$ cat config.mk
export PLATFORM = sky130hd
export DESIGN_NAME = ptc_csr
export DESIGN_NICKNAME = d
export VERILOG_FILES = /design/src/rtl/ptc_pkg.sv /design/src/rtl/ptc_csr.sv
export SDC_FILE = /design/constraint.sdc
export NUM_CORES = 1
export LEC_CHECK = 0
export ABC_CLOCK_PERIOD_IN_PS = 2100
export BUFFER_PORTS_ARGS = -buffer_cell sky130_fd_sc_hd__buf_2
export CAP_MARGIN = 20
export CORE_MARGIN = 1
export CORE_UTILIZATION = 54
export DETAILED_ROUTE_END_ITERATION = 12
export GPL_TIMING_DRIVEN = 0
export MAX_ROUTING_LAYER = met4
export PLACE_DENSITY = 0.87
export SYNTH_ARGS = -nofsm -noshare
export SYNTH_HDL_FRONTEND = slang
export SYNTH_SLANG_ARGS = --single-unit
export TNS_END_PERCENT = 100
$ cat constraint.sdc
create_clock -name clock -period 2.1 [get_ports clock]
set_input_delay 0.21 -clock clock [delete_from_list [all_inputs] [get_ports clock]]
set_output_delay 0.21 -clock clock [all_outputs]
set_load 0.01 [all_outputs]
$ cat src/rtl/ptc_pkg.sv
// Shared types and constants of the pressure/temperature/humidity compensation block.
package ptc_pkg;

   localparam int RAW_W    = 24;   // raw conversion fields on the request channel
   localparam int HRAW_W   = 16;   // raw humidity word
   localparam int COEF_W   = 16;   // calibration coefficient width
   localparam int CSR_IDX_W = 3;

   localparam int DT_W     = 25;   // D2 - C5*2^8
   localparam int MUL_W    = 41;   // dT times one coefficient
   localparam int OFF_W    = 36;
   localparam int SENS_W   = 35;
   localparam int SLO_W    = 17;   // low, unsigned slice of SENS for the split multiply
   localparam int SHI_W    = SENS_W - SLO_W;

   localparam int TEMP_W   = 18;
   localparam int PRES_W   = 21;
   localparam int HUM_W    = 15;
   localparam int HCOMP_W  = 16;
   localparam int DEG_W    = 12;

   localparam int TEMP_BASE    = 2000;
   localparam int DEG_DIV      = 100;
   localparam int DEG_SH       = 25;
   localparam int DEG_RECIP    = ((1 << DEG_SH) + DEG_DIV - 1) / DEG_DIV;
   localparam int DEG_PROD_W   = 36;
   localparam int HUM_SCALE    = 12500;
   localparam int HUM_OFFSET   = -600;
   localparam int HUM_SLOPE    = 18;
   localparam int HUM_REF_DEG  = 20;
   localparam int HUM_PROD_W   = 30;

   localparam int TEMP_MAX  = 2 ** (TEMP_W - 1) - 1;
   localparam int TEMP_MIN  = -(2 ** (TEMP_W - 1));
   localparam int PRES_MAX  = 2 ** (PRES_W - 1) - 1;
   localparam int PRES_MIN  = -(2 ** (PRES_W - 1));
   localparam int HCOMP_MAX = 2 ** (HCOMP_W - 1) - 1;
   localparam int HCOMP_MIN = -(2 ** (HCOMP_W - 1));

   localparam int STAGES = 6;

   typedef enum logic [CSR_IDX_W-1:0] {
      REG_C1 = 3'd0,
      REG_C2 = 3'd1,
      REG_C3 = 3'd2,
      REG_C4 = 3'd3,
      REG_C5 = 3'd4,
      REG_C6 = 3'd5
   } reg_index_type;

   typedef struct packed {
      logic [COEF_W-1:0] c1;
      logic [COEF_W-1:0] c2;
      logic [COEF_W-1:0] c3;
      logic [COEF_W-1:0] c4;
      logic [COEF_W-1:0] c5;
      logic [COEF_W-1:0] c6;
   } coef_type;

   typedef struct packed {
      logic [STAGES-1:0] load;   // stage k takes the beat from stage k-1
   } pipe_ctl_type;

   // dT (signed) times an unsigned coefficient, exact in MUL_W bits
   function automatic logic signed [MUL_W-1:0] mul_dt(input logic signed [DT_W-1:0] dt,
                                                      input logic [COEF_W-1:0] c);
      logic signed [MUL_W-1:0] a;
      logic signed [MUL_W-1:0] b;
      a = {{(MUL_W-DT_W){dt[DT_W-1]}}, dt};
      b = $signed({{(MUL_W-COEF_W){1'b0}}, c});
      return a * b;
   endfunction

endpackage

$ cat src/rtl/ptc_csr.sv
// Calibration coefficient registers with a plain indexed write port.
module ptc_csr (
   input  logic                            clock,
   input  logic                            reset,
   input  logic                            csr_we,
   input  logic [ptc_pkg::CSR_IDX_W-1:0]   csr_index,
   input  logic [ptc_pkg::COEF_W-1:0]      csr_wdata,
   output ptc_pkg::coef_type               coef
);

   ptc_pkg::coef_type coef_ff;
   ptc_pkg::coef_type coef_in;

   always_comb begin
      coef_in = coef_ff;
      if (csr_we) begin
         unique case (ptc_pkg::reg_index_type'(csr_index))
            ptc_pkg::REG_C1: coef_in.c1 = csr_wdata;
            ptc_pkg::REG_C2: coef_in.c2 = csr_wdata;
            ptc_pkg::REG_C3: coef_in.c3 = csr_wdata;
            ptc_pkg::REG_C4: coef_in.c4 = csr_wdata;
            ptc_pkg::REG_C5: coef_in.c5 = csr_wdata;
            ptc_pkg::REG_C6: coef_in.c6 = csr_wdata;
            default: ;   // drop writes past the register list
         endcase
      end
   end

   always_ff @(posedge clock) begin
      if (reset) begin
         coef_ff <= '0;
      end else begin
         coef_ff <= coef_in;
      end
   end

   assign coef = coef_ff;

endmodule

==> results by group <==
Run status
  – Outcome: finished clean

Cells and area
  – Design Area, Final: 4695 µm²
  – Nets: 485
  – Layout area overhead: 24.12%
  – Commonest cells after routing, fill and taps aside: buf_2, nand2b_1, mux2i_1, dfxtp_1, clkbuf_1
  – Layout cell share with drive strength beyond 1: 30.77%
  – Commonest non-fill, non-tap cell in the layout: buf_2
  – Largest register FFs: 96
  – Post-Layout Cell Count: 564
  – ANT cells: 0

Route
  – DR WL/cell: 15.88 µm
  – Final wirelength: 8954 µm
  – DR vias/cell: 4.924
  – 1st-iter DRT viols: 101
  – Vias: 2777
  – DRC: 0
  – Detailed Routing Iterations Pass 1: 4
  – Detail Route Antenna Nets: 0

Global route
  – Grt ovf: 0
  – First-pass GRT wire length: 14020 µm
  – Largest net degree at the start of global routing: 16
  – Antenna violations before repair: 0
  – Vias in the first global route: 2762
  – Total GRT Usage: 25.82%

Logic synthesis
  – Synth Area in Adders: 0%
  – Register area share after synthesis: 50.81%
  – Mux contribution to synthesized area: 25.41%
  – #FFs+latches synth: 96
  – Synth area leader: dfxtp_1
  – Xor and xnor area share after synthesis: 0%
  – Synthesis warning total: 0
  – Syn_nets: 358
  – Gate Count Post-Synth: 336
  – Yosys cell types: 11
  – Synthesized area: 3782 µm²
  – Syn Area/Cell: 11.26 µm²
  – Simple logic cell fraction of the synthesized area: 20.87%
  – Compound-Gate Fraction of Synth Area: 0%
  – Yosys top cell area share: 50.81%
  – Synth area leaders: dfxtp_1, mux2i_1, nand2b_1
  – Largest family of logic cells by synthesized area: multiplexers

Clock network
  – Worst skew pair latency: 360 ps
  – Post-CTS sizing: 0
  – CTS tree: built
  – Root Buffer Master: clkbuf_8
  – CTS buffer count: 9
  – Clk buf depth: 2
  – CTS HTree Levels: 3
  – # hold bufs at CTS: 0
  – Clk pin slew, worst setup/hold paths: 90 ps
  – Post-CTS Setup Repair Bufs: 0
  – Sink Count: 96

Setup path
  – CP cell instances: clkbuf_1 > clkbuf_1 > nand2b_1 > mux2i_1
  – R2R depth: 2
  – Worst setup path end: coef[81]
  – Reg-to-Reg Start: coef[92]
  – Crit path launch: reset
  – Max stage delay on crit path: 360 ps
  – Startpoint Class: primary input
  – Setup crit end kind: flip-flop
  – Critical Path Fanout Max: 10
  – Crit path kind: in2reg
  – FF-to-FF End: coef[92]
  – CP Data Required Time: 2340 ps
  – Slowest CP cell: nand2b_1
  – R2R setup slack: 1450 ps
  – Crit path DAT: 1340 ps
  – Cell mode on critical path: clkbuf_1

Timing
  – Setup ws final: 993.3 ps
  – Clock Skew: 0 ps
  – Max Slew Vio Count: 0
  – Crit path time final: 1107 ps
  – RSZ-0062 raised after global routing: false
  – TNS Setup: 0 ps
  – Worst slew margin: 57.39%
  – Final Cycle Share: 52.70%
  – Least-Margin Pin Slew: 637.5 ps
  – Final Hold Viols: 0
  – FMAX: 903.6 MHz
  – Worst Hold Slack: 264.2 ps
  – # setup viols final: 0

Power
  – PD cells: 736.0 nW/µm²
  – Max VDD drop: 437.4 µV
  – Leakage power: 2.521 nW

Placed design
  – Port buffer count: 116
  – Placement-stage cell area: 4483 µm²
  – Placed cell count: 548
  – DP Wirelength: 6546 µm
  – Dpl ws: 602.0 ps
  – Final GP Congestion: 0.7956

Floorplan
  – Core area: 6794 µm²
  – Num ports: 118
  – Die height: 85.69 µm
  – Die area: 7343 µm²
  – Initial core utilization: 55.67%
  – Row cnt: 30
  – Die width: 85.69 µm

Worst hold path
  – HP Class: in2reg

Job
  – Max_cap viols: 0
[worst max-delay path: cells and delay by family]
| family | cells | cell delay, ps |
|---|---|---|
| buffers and inverters | 2 | 640 |
| and+or+nand+nor | 1 | 360 |
| muxes | 1 | 130 |
[per-stage QoR]
stage	util, %	total power [mW]
3_3_place_gp	65.99	2.187
5_1_grt	69.10	3.562
3_5_place_dp	65.99	2.197
6_report	69.10	3.455
2_1_floorplan	-	2.085
4_1_cts	69.10	3.456
[cell families (layout without fill, tap and decap cells)]
kind of cell,Yosys count,after routing
muxes,96,96
buffers and inverters,24,156
DFF,96,96
and+or+nand+nor,120,120
[final cells by class]
cell class | count | area, µm²
plain buffers | 24 | 110.1
clock buffers | 10 | 127.6
clock inverters | 6 | 83.83
fillers | 519 | 2100
multi-input cells | 216 | 1750
flip-flops and latches | 96 | 1922
well taps | 96 | 120.1
repair buffers | 116 | 580.6
[cells in the mapped netlist (all sizes together)]
cell       n
nand4b     2
mux2i     96
nand2b   112
nand4bb    3
and4bb     1
or4b       1
clkbuf    13
dfxtp     96
nor4b      1
buf       11
[power breakdown]
part / total [mW] / internal [mW] / switching [mW]
Combinational: 0.276 / 0.125 / 0.151
Sequential: 1.88 / 1.86 / 0.0208
Clock: 1.30 / 0.667 / 0.632
[metal layers]
metal  GRT usage, %  vias up  part of all wire, %
met5              -        -                    0
met4          8.939        0                  1.8
met3          4.139       13                  4.0
met2          42.11       74                   48
met1          32.72     1325                   46
li1               -     1365                    -
[worst min-delay path by stage]
stage	cells past startpoint	to	from
after CTS	3	coef[82]	csr_index[2]
after global routing	3	coef[81]	csr_index[2]
final	3	coef[82]	csr_index[2]
after detailed placement	2	coef[9]	coef[9]
after floorplan	2	coef[80]	csr_index[1]
after global placement	2	coef[67]	coef[67]
Note: power is estimated with default switching activity, not from simulation.
