$ cat config.mk
export PLATFORM = sky130hd
export DESIGN_NAME = ptc_pipe_ctrl
export DESIGN_NICKNAME = d
export VERILOG_FILES = /design/src/rtl/ptc_pkg.sv /design/src/rtl/ptc_pipe_ctrl.sv
export SDC_FILE = /design/constraint.sdc
export NUM_CORES = 1
export LEC_CHECK = 0
export BUFFER_PORTS_ARGS = -buffer_cell sky130_fd_sc_hd__buf_4
export CAP_MARGIN = 15
export CORE_AREA = 2 2 39 41
export DETAILED_ROUTE_END_ITERATION = 10
export DIE_AREA = 0 0 41 43
export PLACE_DENSITY = 0.4
export SETUP_SLACK_MARGIN = 0.4
export SLEW_MARGIN = 10
export SYNTH_ARGS = -nofsm -noshare
export SYNTH_HDL_FRONTEND = slang
export SYNTH_SLANG_ARGS = --single-unit
$ cat constraint.sdc
create_clock -name clock -period 1.3 [get_ports clock]
set_input_delay 0.13 -clock clock [delete_from_list [all_inputs] [get_ports clock]]
set_output_delay 0.13 -clock clock [all_outputs]
set_load 0.02 [all_outputs]
$ cat src/rtl/ptc_pkg.sv
// Shared types and constants of the pressure/temperature/humidity compensation block.
package ptc_pkg;

   localparam int RAW_W    = 24;   // raw conversion fields on the request channel
   localparam int HRAW_W   = 16;   // raw humidity word
   localparam int COEF_W   = 16;   // calibration coefficient width
   localparam int CSR_IDX_W = 3;

   localparam int DT_W     = 25;   // D2 - C5*2^8
   localparam int MUL_W    = 41;   // dT times one coefficient
   localparam int OFF_W    = 36;
   localparam int SENS_W   = 35;
   localparam int SLO_W    = 17;   // low, unsigned slice of SENS for the split multiply
   localparam int SHI_W    = SENS_W - SLO_W;

   localparam int TEMP_W   = 18;
   localparam int PRES_W   = 21;
   localparam int HUM_W    = 15;
   localparam int HCOMP_W  = 16;
   localparam int DEG_W    = 12;

   localparam int TEMP_BASE    = 2000;
   localparam int DEG_DIV      = 100;
   localparam int DEG_SH       = 25;
   localparam int DEG_RECIP    = ((1 << DEG_SH) + DEG_DIV - 1) / DEG_DIV;
   localparam int DEG_PROD_W   = 36;
   localparam int HUM_SCALE    = 12500;
   localparam int HUM_OFFSET   = -600;
   localparam int HUM_SLOPE    = 18;
   localparam int HUM_REF_DEG  = 20;
   localparam int HUM_PROD_W   = 30;

   localparam int TEMP_MAX  = 2 ** (TEMP_W - 1) - 1;
   localparam int TEMP_MIN  = -(2 ** (TEMP_W - 1));
   localparam int PRES_MAX  = 2 ** (PRES_W - 1) - 1;
   localparam int PRES_MIN  = -(2 ** (PRES_W - 1));
   localparam int HCOMP_MAX = 2 ** (HCOMP_W - 1) - 1;
   localparam int HCOMP_MIN = -(2 ** (HCOMP_W - 1));

   localparam int STAGES = 6;

   typedef enum logic [CSR_IDX_W-1:0] {
      REG_C1 = 3'd0,
      REG_C2 = 3'd1,
      REG_C3 = 3'd2,
      REG_C4 = 3'd3,
      REG_C5 = 3'd4,
      REG_C6 = 3'd5
   } reg_index_type;

   typedef struct packed {
      logic [COEF_W-1:0] c1;
      logic [COEF_W-1:0] c2;
      logic [COEF_W-1:0] c3;
      logic [COEF_W-1:0] c4;
      logic [COEF_W-1:0] c5;
      logic [COEF_W-1:0] c6;
   } coef_type;

   typedef struct packed {
      logic [STAGES-1:0] load;   // stage k takes the beat from stage k-1
   } pipe_ctl_type;

   // dT (signed) times an unsigned coefficient, exact in MUL_W bits
   function automatic logic signed [MUL_W-1:0] mul_dt(input logic signed [DT_W-1:0] dt,
                                                      input logic [COEF_W-1:0] c);
      logic signed [MUL_W-1:0] a;
      logic signed [MUL_W-1:0] b;
      a = {{(MUL_W-DT_W){dt[DT_W-1]}}, dt};
      b = $signed({{(MUL_W-COEF_W){1'b0}}, c});
      return a * b;
   endfunction

endpackage

$ cat src/rtl/ptc_pipe_ctrl.sv
// Per-stage occupancy bits and load enables; bubbles close up under back-pressure.
module ptc_pipe_ctrl (
   input  logic                  clock,
   input  logic                  reset,
   input  logic                  in_valid,
   output logic                  in_ready,
   output logic                  out_valid,
   input  logic                  out_ready,
   output ptc_pkg::pipe_ctl_type ctl
);

   localparam int N = ptc_pkg::STAGES;

   logic [N-1:0] full_ff;
   logic [N-1:0] full_in;
   logic [N-1:0] load;

   // a stage loads when it is empty or its beat moves on this cycle
   always_comb begin
      load[N-1] = ~full_ff[N-1] | out_ready;
      for (int k = N - 2; k >= 0; k--) begin
         load[k] = ~full_ff[k] | load[k+1];
      end
   end

   always_comb begin
      full_in = full_ff;
      if (load[0]) begin
         full_in[0] = in_valid;
      end
      for (int k = 1; k < N; k++) begin
         if (load[k]) begin
            full_in[k] = full_ff[k-1];
         end
      end
   end

   always_ff @(posedge clock) begin
      if (reset) begin
         full_ff <= '0;
      end else begin
         full_ff <= full_in;
      end
   end

   assign in_ready  = load[0];
   assign out_valid = full_ff[N-1];
   assign ctl.load  = load;

endmodule

==> impl_metrics.py, run 1 <==
metrics = {
    "run_status": {
        "outcome": "finished with violations",
        "violations": "setup timing",
    },
    "routing": {
        "drtAntennaViolNets": 0,
        "avgRoutedWirePerCell_um": 9.52,
        "drtIter0Drc": 1,
        "drtPass1Iterations": 2,
        "drc": 0,
        "vias": 248,
        "routed_via_density": 4.00,
        "wl_um": 590,
    },
    "setup_path": {
        "critPathMaxFanout": 5,
        "crit_buf_inv": 1,
        "crit_chain": "and4b_2, nand4_4, buf_6",
        "worstSetupPathType": "reg2out",
        "critPathLaunchType": "register",
        "cpMaxStageDelayCell": "dfxtp_4",
        "path_delay_family": "simple AND/OR/NAND/NOR gates",
        "crit_required_ns": 1.17,
        "startpoint": "full_ff[5]",
        "slowest_delay_ns": 0.34,
        "cp.arrival_ns": 1.19,
        "reg2reg_from": "full_ff[5]",
        "cp-end-kind": "output port",
    },
    "power_and_ir_drop": {
        "power_frac_seq_pct": 48.7,
        "power_density_mw_per_mm2": 838,
        "internal_power_w": 0.000316,
        "power_switching_w": 0.0000808,
        "power_frac_clock_pct": 45.9,
        "p_comb_share_pct": 5.4,
        "power_leakage_nw": 0.206,
        "ir_worst_vdd_mv": 0.554,
        "sw_frac_of_total_pct": 20.4,
    },
    "timing": {
        "worst_pin_slew_ns": 0.238,
        "slew_headroom_pct": 84.1,
        "fin_ws_ns": -0.0151,
        "drv_slew": 0,
        "timing.fmax_ghz": 0.760,
        "report.final.setup_viol": 2,
        "fin_worst_skew_ns": 0.000556,
        "fin_tns_setup_ns": -0.0300,
        "rsz0062_at_grt": "true",
        "timing.final.crit_share_pct": 101,
        "fin_crit_ns": 1.32,
        "finalHoldViolations": 0,
    },
    "place": {
        "place.gp.congestion": 0.549,
        "dpl.hpwl_um": 440,
        "place_ws_ns": 0.146,
        "port_buffers": 11,
    },
    "synth": {
        "async_flop_share_pct": 0,
        "synthTopCellsByCount": "dfxtp_1, a21oi_1, inv_1",
        "synth-warning-count": 0,
        "ys.flop_type": "dfxtp_1",
        "synth_xor_area_share_pct": 0,
        "yosysSeqAreaShare_pct": 51.3,
        "yosysMostFrequentCell": "dfxtp_1",
        "syn-num-nets": 31,
        "synthAdderAreaFrac_pct": 0,
        "syn_inst": 27,
        "netlist-cell-type-count": 11,
        "synth_top_cell_by_area": "dfxtp_1",
        "synth_top_family_by_area": "simple AND/OR/NAND/NOR gates",
        "synth-compound-area-share_pct": 10.7,
        "yosys-top-cells-area": "dfxtp_1, a21oi_1, inv_1",
        "netlist_area_um2": 234,
        "synth-simple-area-share_pct": 23.5,
        "synthMuxAreaShare_pct": 0,
        "avgSynthCellArea_um2": 8.67,
        "synth_top_area_share_pct": 51.3,
        "synth_seq_cells": 6,
        "synth-edff-count": 0,
    },
    "clock_tree": {
        "clkLatencyLatePin_ns": 0.24,
        "cts_max_level": 1,
        "path_clk_slew_ns": 0.05,
        "cts_tree": "built",
        "cts_root_buf": "clkbuf_4",
        "clock_path_buffers": 2,
        "cts_buffers": 3,
        "clock-sinks": 6,
    },
    "layout": {
        "largest_register_ffs": 6,
        "drive_above_1_share_pct": 69.6,
        "diodes": 0,
        "top_regs": "full_ff (6)",
        "syn_to_final_growth_pct": 102,
        "fin_util_pct": 34.2,
        "fin_nets": 51,
        "top_register": "full_ff",
    },
    "global_route": {
        "first_global_vias": 256,
        "grt_pass1_wl_um": 1070,
        "grt_max_degree": 7,
        "overflow": 0,
        "top_usage_layer": "met2",
        "grt_util_met1_pct": 10.0,
        "track_usage_pct": 9.66,
        "gr-usage-met3_pct": 4.71,
        "antenna_found_initial": 0,
        "gr-usage-met2_pct": 14.7,
    },
    "worst_hold_path": {
        "min_path_type": "in2reg",
        "hp-start": "reset",
    },
    "die": {
        "coreArea_mm2": 0.00138,
        "fp.dieH_um": 43,
        "chipWidth_um": 41,
        "start_util_pct": 16.9,
        "dieArea_mm2": 0.00176,
        "rows": 14,
        "pin_count": 12,
    },
    "job": {
        "drv_cap": 0,
    },
}
==> per-stage QoR <==
stage | instance area, µm² | total power, W | hold WS [ns] | cells
5_1_grt | 473 | 0.000430 | 0.0886 | 62
3_5_place_dp | 342 | 0.000214 | 0.349 | 52
2_1_floorplan | 262 | 0.000201 | 0.189 | 27
3_3_place_gp | 342 | 0.000212 | 0.338 | 52
6_report | 473 | 0.000396 | 0.101 | 62
4_1_cts | 452 | 0.000408 | 0.102 | 60
==> cell usage in the layout, fill, tap and decap left out, types with 2 or more instances in the layout <==
master    instances
a21oi_1           2
a21oi_2           3
buf_4             7
buf_6            10
clkbuf_4          3
dfxtp_1           3
dfxtp_2           2
inv_1             4
nor2_1            3
==> layer usage <==
metal / routed length [µm] / vias to the layer above / share of wire (%)
met2: 329 / 12 / 56
li1: - / 125 / -
met5: 0 / - / 0
met3: 54 / 0 / 9.2
met1: 206 / 111 / 35
met4: 0 / 0 / 0
==> cell families (layout without fill, tap and decap cells) <==
family,count (synthesis),in the layout
and+or+nand+nor,9,9
buffers and inverters,7,26
DFF,6,6
AOI/OAI and AO/OA,5,5
==> worst register-to-register path, stage by stage (launching register included) <==
cell     delay, ns
dfxtp_4       0.34
and4b_2       0.31
nand4_4       0.14
buf_4         0.16
buf_6         0.10
a21oi_2       0.11
==> what timing repair did <==
item	in CTS	in global routing
pin swaps	2	2
buffers inserted	4	2
resized for setup	15	3
hold buffers	0	0
setup endpoints to repair	11	13
==> power groups by stage <==
| stage | sequential [W] | clock, W | combinational (W) |
|---|---|---|---|
| after floorplan | 0.000196 | 0 | 0.00000553 |
| after global placement | 0.000196 | 0 | 0.0000164 |
| after detailed placement | 0.000196 | 0 | 0.0000172 |
| after CTS | 0.000193 | 0.000193 | 0.0000216 |
| after global routing | 0.000193 | 0.000213 | 0.0000236 |
| final | 0.000193 | 0.000182 | 0.0000213 |
==> final timing paths <==
kind / endpoint / slack (ns) / cells past startpoint
setup / recovery: ctl[0] / -0.02 / 3
hold / removal: full_ff[4] / 0.10 / 2
setup reg to reg: full_ff[0] / 0.08 / 5
hold reg to reg: full_ff[4] / 0.45 / 2
==> layout make-up <==
class                      instances  area, µm²
tap                               16       20.0
multi-input combinational         14        116
clock buffer                       4       26.3
sequential                         6        126
timing repair buffer              17        165
inverter                           5       18.8
fill                             150        911
Power figures use the tool's default switching activity.
==> inputs of run 2 (changes only) <==
Clock period 1.3 ns to 1.4 ns, I/O delays scaled along.
==> run 2 against run 1 <==
The flow now finishes without violations. Final area increased by 9.8%. Total power fell by 7.1%. Critical path depth unchanged. Worst hold slack improved by 0.0029 ns. Count of clock-buffer cells in the layout unchanged. Utilization is 3.3 points higher. Critical endpoint unchanged.
==> impl_metrics.py, run 2 (synthesized netlist as in run 1, its figures left out) <==
metrics = {
    "die": {
        "coreArea_mm2": 0.00138,
        "rows": 14,
        "pin_count": 12,
        "start_util_pct": 16.9,
        "chipWidth_um": 41,
        "fp.dieH_um": 43,
        "dieArea_mm2": 0.00176,
    },
    "place": {
        "place_ws_ns": 0.241,
        "place_area_um2": 337,
        "dpl.hpwl_um": 433,
        "port_buffers": 11,
        "place.gp.congestion": 0.583,
    },
    "layout": {
        "drive_above_1_share_pct": 66.7,
        "fin_util_pct": 37.5,
        "diodes": 0,
        "syn_to_final_growth_pct": 122,
        "fin_nets": 56,
        "largest_register_ffs": 6,
        "layout_commonest_cell": "buf_6",
        "final_cell_mix": "buf_6, buf_4, dfxtp_1",
        "top_regs": "full_ff (6)",
        "top_register": "full_ff",
        "final_cell_area_um2": 519,
    },
    "power_and_ir_drop": {
        "sw_frac_of_total_pct": 20.2,
        "power_switching_w": 0.0000743,
        "power_leakage_nw": 0.237,
        "ir_worst_vdd_mv": 0.420,
        "power_density_mw_per_mm2": 709,
        "power_frac_clock_pct": 45.9,
        "p_comb_share_pct": 5.4,
        "total_power_w": 0.000368,
        "power_frac_seq_pct": 48.7,
        "internal_power_w": 0.000294,
    },
    "timing": {
        "fin_ws_ns": 0.0641,
        "worst_pin_slew_ns": 0.226,
        "fin_tns_setup_ns": 0,
        "fin_crit_ns": 1.34,
        "slew_headroom_pct": 84.9,
        "timing.fmax_ghz": 0.749,
        "report.final.setup_viol": 0,
        "finalHoldViolations": 0,
        "timing.final.crit_share_pct": 95.4,
        "rsz0062_at_grt": "true",
        "drv_slew": 0,
        "fin_worst_skew_ns": 0.00197,
    },
    "setup_path": {
        "critPathMaxFanout": 5,
        "ff2ff_path_depth": 6,
        "cp-end-kind": "output port",
        "worstSetupPathType": "reg2out",
        "cp.arrival_ns": 1.20,
        "critPathLaunchType": "register",
        "crit_required_ns": 1.26,
    },
    "global_route": {
        "grt_pass1_wl_um": 986,
        "antenna_found_initial": 0,
        "overflow": 0,
        "grt_max_degree": 7,
        "track_usage_pct": 8.94,
        "first_global_vias": 254,
    },
    "clock_tree": {
        "cts_root_buf": "clkbuf_4",
        "cts_buffers": 3,
        "cts_tree": "built",
        "clock-sinks": 6,
        "holdBufCountCts": 0,
        "cts_max_level": 1,
        "clkLatencyLatePin_ns": 0.24,
        "path_clk_slew_ns": 0.05,
        "clock_path_buffers": 2,
    },
    "routing": {
        "drtIter0Drc": 2,
        "drtAntennaViolNets": 0,
        "routed_via_density": 3.93,
        "wl_um": 683,
        "vias": 263,
        "drc": 0,
        "avgRoutedWirePerCell_um": 10.2,
        "drtPass1Iterations": 2,
    },
    "run_status": {
        "outcome": "finished clean",
    },
    "job": {
        "drv_cap": 0,
    },
    "worst_hold_path": {
        "min_path_type": "in2reg",
        "hold_depth": 2,
    },
}
[run 2: cell count changes in the layout (fill, tap and decap cells not counted), sizes merged]
cell / previous run / this run
buf: 17 / 22
[run 2: final timing paths]
path	startpoint	endpoint	slack [ns]
worst min-delay path	reset	full_ff[0]	0.10
worst max register to register	full_ff[5]	full_ff[0]	0.08
worst min register to register	full_ff[3]	full_ff[4]	0.45
worst max-delay path	full_ff[5]	ctl[0]	0.06
[run 2: critical path, stage by stage, from the launching register on]
cell and delay [ns]:
dfxtp_4 0.33, and4b_2 0.33, nand4_4 0.13, buf_6 0.16
[run 2: what timing repair did]
item,CTS,global route
pin swaps,3,2
buffers inserted,6,5
resized for setup,12,8
endpoints found under the setup margin,8,12
[run 2: per-layer routing]
layer  wire length (µm)  vias to the layer above  global-route usage (%)
met1                220                      115                    7.72
li1                   -                      134                       -
met2                380                       14                    15.3
met3                 82                        0                    6.81
met4                  0                        0                    2.00
met5                  0                        -                       0
[run 2: power by group through the flow]
stage | clock network, W | logic, W | registers, W
6_report | 0.000169 | 0.0000200 | 0.000179
2_1_floorplan | 0 | 0.00000509 | 0.000182
3_5_place_dp | 0 | 0.0000151 | 0.000182
5_1_grt | 0.000194 | 0.0000219 | 0.000180
3_3_place_gp | 0 | 0.0000148 | 0.000182
4_1_cts | 0.000181 | 0.0000178 | 0.000179
[run 2: through the flow]
stage,hold WS [ns],std cells
4_1_cts,0.0862,62
6_report,0.104,67
5_1_grt,0.0903,67
3_5_place_dp,0.346,52
3_3_place_gp,0.340,52
2_1_floorplan,0.199,27
[run 2: cell type report]
class                           count  area (µm²)
Tap cell                           16        20.0
Fill cell                         150         865
Multi-Input combinational cell     14         113
Timing Repair Buffer               22         218
Sequential cell                     6         124
Clock buffer                        4        26.3
Inverter                            5        18.8
==> inputs of run 3 (changes only) <==
Settings changed: PLACE_DENSITY 0.4 to not set.
==> run 3 against run 2 <==
Die area unchanged. Clock power about the same. Final area decreased by 13%. Wire length decreased by 26%. Cell count decreased by 9.0%. Sequential share of layout area increased by 3.6 points. Total power about the same. Via count decreased by 14%. Critical path depth unchanged. Critical endpoint unchanged.
==> impl_metrics.py, run 3 (synthesized netlist as in run 1, its figures left out) <==
metrics = {
    "run_status": {
        "outcome": "finished clean",
    },
    "place": {
        "port_buffers": 11,
        "place_ws_ns": 0.263,
        "dpl.hpwl_um": 371,
        "dp.cells": 52,
        "place.gp.congestion": 0.657,
    },
    "setup_path": {
        "slowest_delay_ns": 0.34,
        "critPathMaxFanout": 5,
        "ff2ff_path_depth": 5,
        "path_delay_family": "simple AND/OR/NAND/NOR gates",
        "reg2reg_from": "full_ff[5]",
        "crit_buf_inv": 1,
        "critPathLaunchType": "register",
        "r2r_end": "full_ff[0]",
        "reg2reg_slack_ns": 0.17,
        "worstSetupPathType": "reg2out",
        "crit_required_ns": 1.26,
        "cp.arrival_ns": 1.17,
        "cp-end-kind": "output port",
        "cpMaxStageDelayCell": "dfxtp_4",
        "crit_chain": "and4b_2, nand4_4, buf_6",
    },
    "global_route": {
        "track_usage_pct": 7.35,
        "grt_pass1_wl_um": 841,
        "antenna_found_initial": 0,
        "overflow": 0,
        "first_global_vias": 229,
        "grt_max_degree": 7,
    },
    "timing": {
        "drv_slew": 0,
        "rsz0062_at_grt": "true",
        "report.final.setup_viol": 0,
        "finalHoldViolations": 0,
        "timing.fmax_ghz": 0.765,
        "timing.final.crit_share_pct": 93.4,
        "fin_worst_skew_ns": 0.00876,
        "fin_ws_ns": 0.0921,
        "fin_tns_setup_ns": 0,
        "worst_pin_slew_ns": 0.233,
        "slew_headroom_pct": 84.5,
        "hold_slack_ns": 0.103,
        "fin_crit_ns": 1.31,
    },
    "layout": {
        "instances_no_fill": 61,
        "syn_to_final_growth_pct": 93.0,
        "fillers": 147,
        "final_cell_mix": "buf_4, buf_6, inv_1, dfxtp_1",
        "multi_input_area_um2": 113,
        "drive_above_1_share_pct": 60.0,
        "seq_area_um2": 124,
        "top_regs": "full_ff (6)",
        "top_register": "full_ff",
        "fin_nets": 50,
        "diodes": 0,
        "largest_register_ffs": 6,
    },
    "die": {
        "chipWidth_um": 41,
        "fp.dieH_um": 43,
        "pin_count": 12,
        "rows": 14,
        "start_util_pct": 16.9,
        "coreArea_mm2": 0.00138,
        "dieArea_mm2": 0.00176,
    },
    "clock_tree": {
        "clkLatencyLatePin_ns": 0.24,
        "cts_max_level": 1,
        "clock-sinks": 6,
        "cts_tree": "built",
        "cts_root_buf": "clkbuf_4",
        "holdBufCountCts": 0,
        "clock_path_buffers": 2,
        "path_clk_slew_ns": 0.05,
        "cts_buffers": 3,
    },
    "power_and_ir_drop": {
        "power_leakage_nw": 0.197,
        "total_power_w": 0.000368,
        "power_density_mw_per_mm2": 816,
        "ir_worst_vdd_mv": 0.336,
    },
    "worst_hold_path": {
        "hold_depth": 2,
        "hp-start": "reset",
        "min_path_type": "in2reg",
        "whs_endpoint": "full_ff[5]",
    },
    "routing": {
        "drtAntennaViolNets": 0,
        "avgRoutedWirePerCell_um": 8.33,
        "drtPass1Iterations": 1,
        "drc": 0,
        "routed_via_density": 3.69,
        "wl_um": 508,
        "vias": 225,
        "drtIter0Drc": 0,
    },
    "job": {
        "drv_cap": 0,
    },
}
## run 3: cell count changes in the layout (fill, tap and decap cells not counted), sizes merged
cell,change
buf,-6
## run 3: worst max-delay path by stage
stage,start,to,slack [ns],depth (start not counted)
2_1_floorplan,full_ff[5],ctl[0],0.25,4
3_3_place_gp,full_ff[5],ctl[1],0.28,3
3_5_place_dp,full_ff[5],ctl[0],0.26,3
4_1_cts,full_ff[5],ctl[0],0.09,3
5_1_grt,full_ff[5],ctl[1],0.03,3
6_report,full_ff[5],ctl[0],0.09,3
## run 3: where the power goes
group | internal, W | switching [W]
registers | 0.000174 | 0.00000484
clock network | 0.000108 | 0.0000626
logic | 0.0000108 | 0.00000825
total | 0.000293 | 0.0000757
## run 3: final cells by class
class                      count  share of cell area (%)
multi-input combinational     14                    24.9
tap                           16                    4.43
clock buffer                   4                    5.82
sequential                     6                    27.4
inverter                       5                    4.16
timing repair buffer          16                    33.2
## run 3: repair_timing
item	in CTS	in global routing
buffers inserted	4	1
cloned	0	0
endpoints found under the setup margin	8	11
gates resized for setup	11	2
pin swaps	2	1
## run 3: routing by layer
metal	up-vias	part of all wire [%]	wire [µm]	GRT usage, %
met4	0	0	0	6.00
met2	8	50	254	9.38
met1	97	43	216	9.09
met3	0	7.3	37	3.14
met5	-	0	0	0
li1	120	-	-	-
## run 3: through the flow
stage / cell area (µm²) / util [%]
global placement: 337 / 24.3
global route: 452 / 32.6
detailed placement: 337 / 24.3
floorplan: 256 / -
CTS: 437 / 31.6
finish: 452 / 32.6
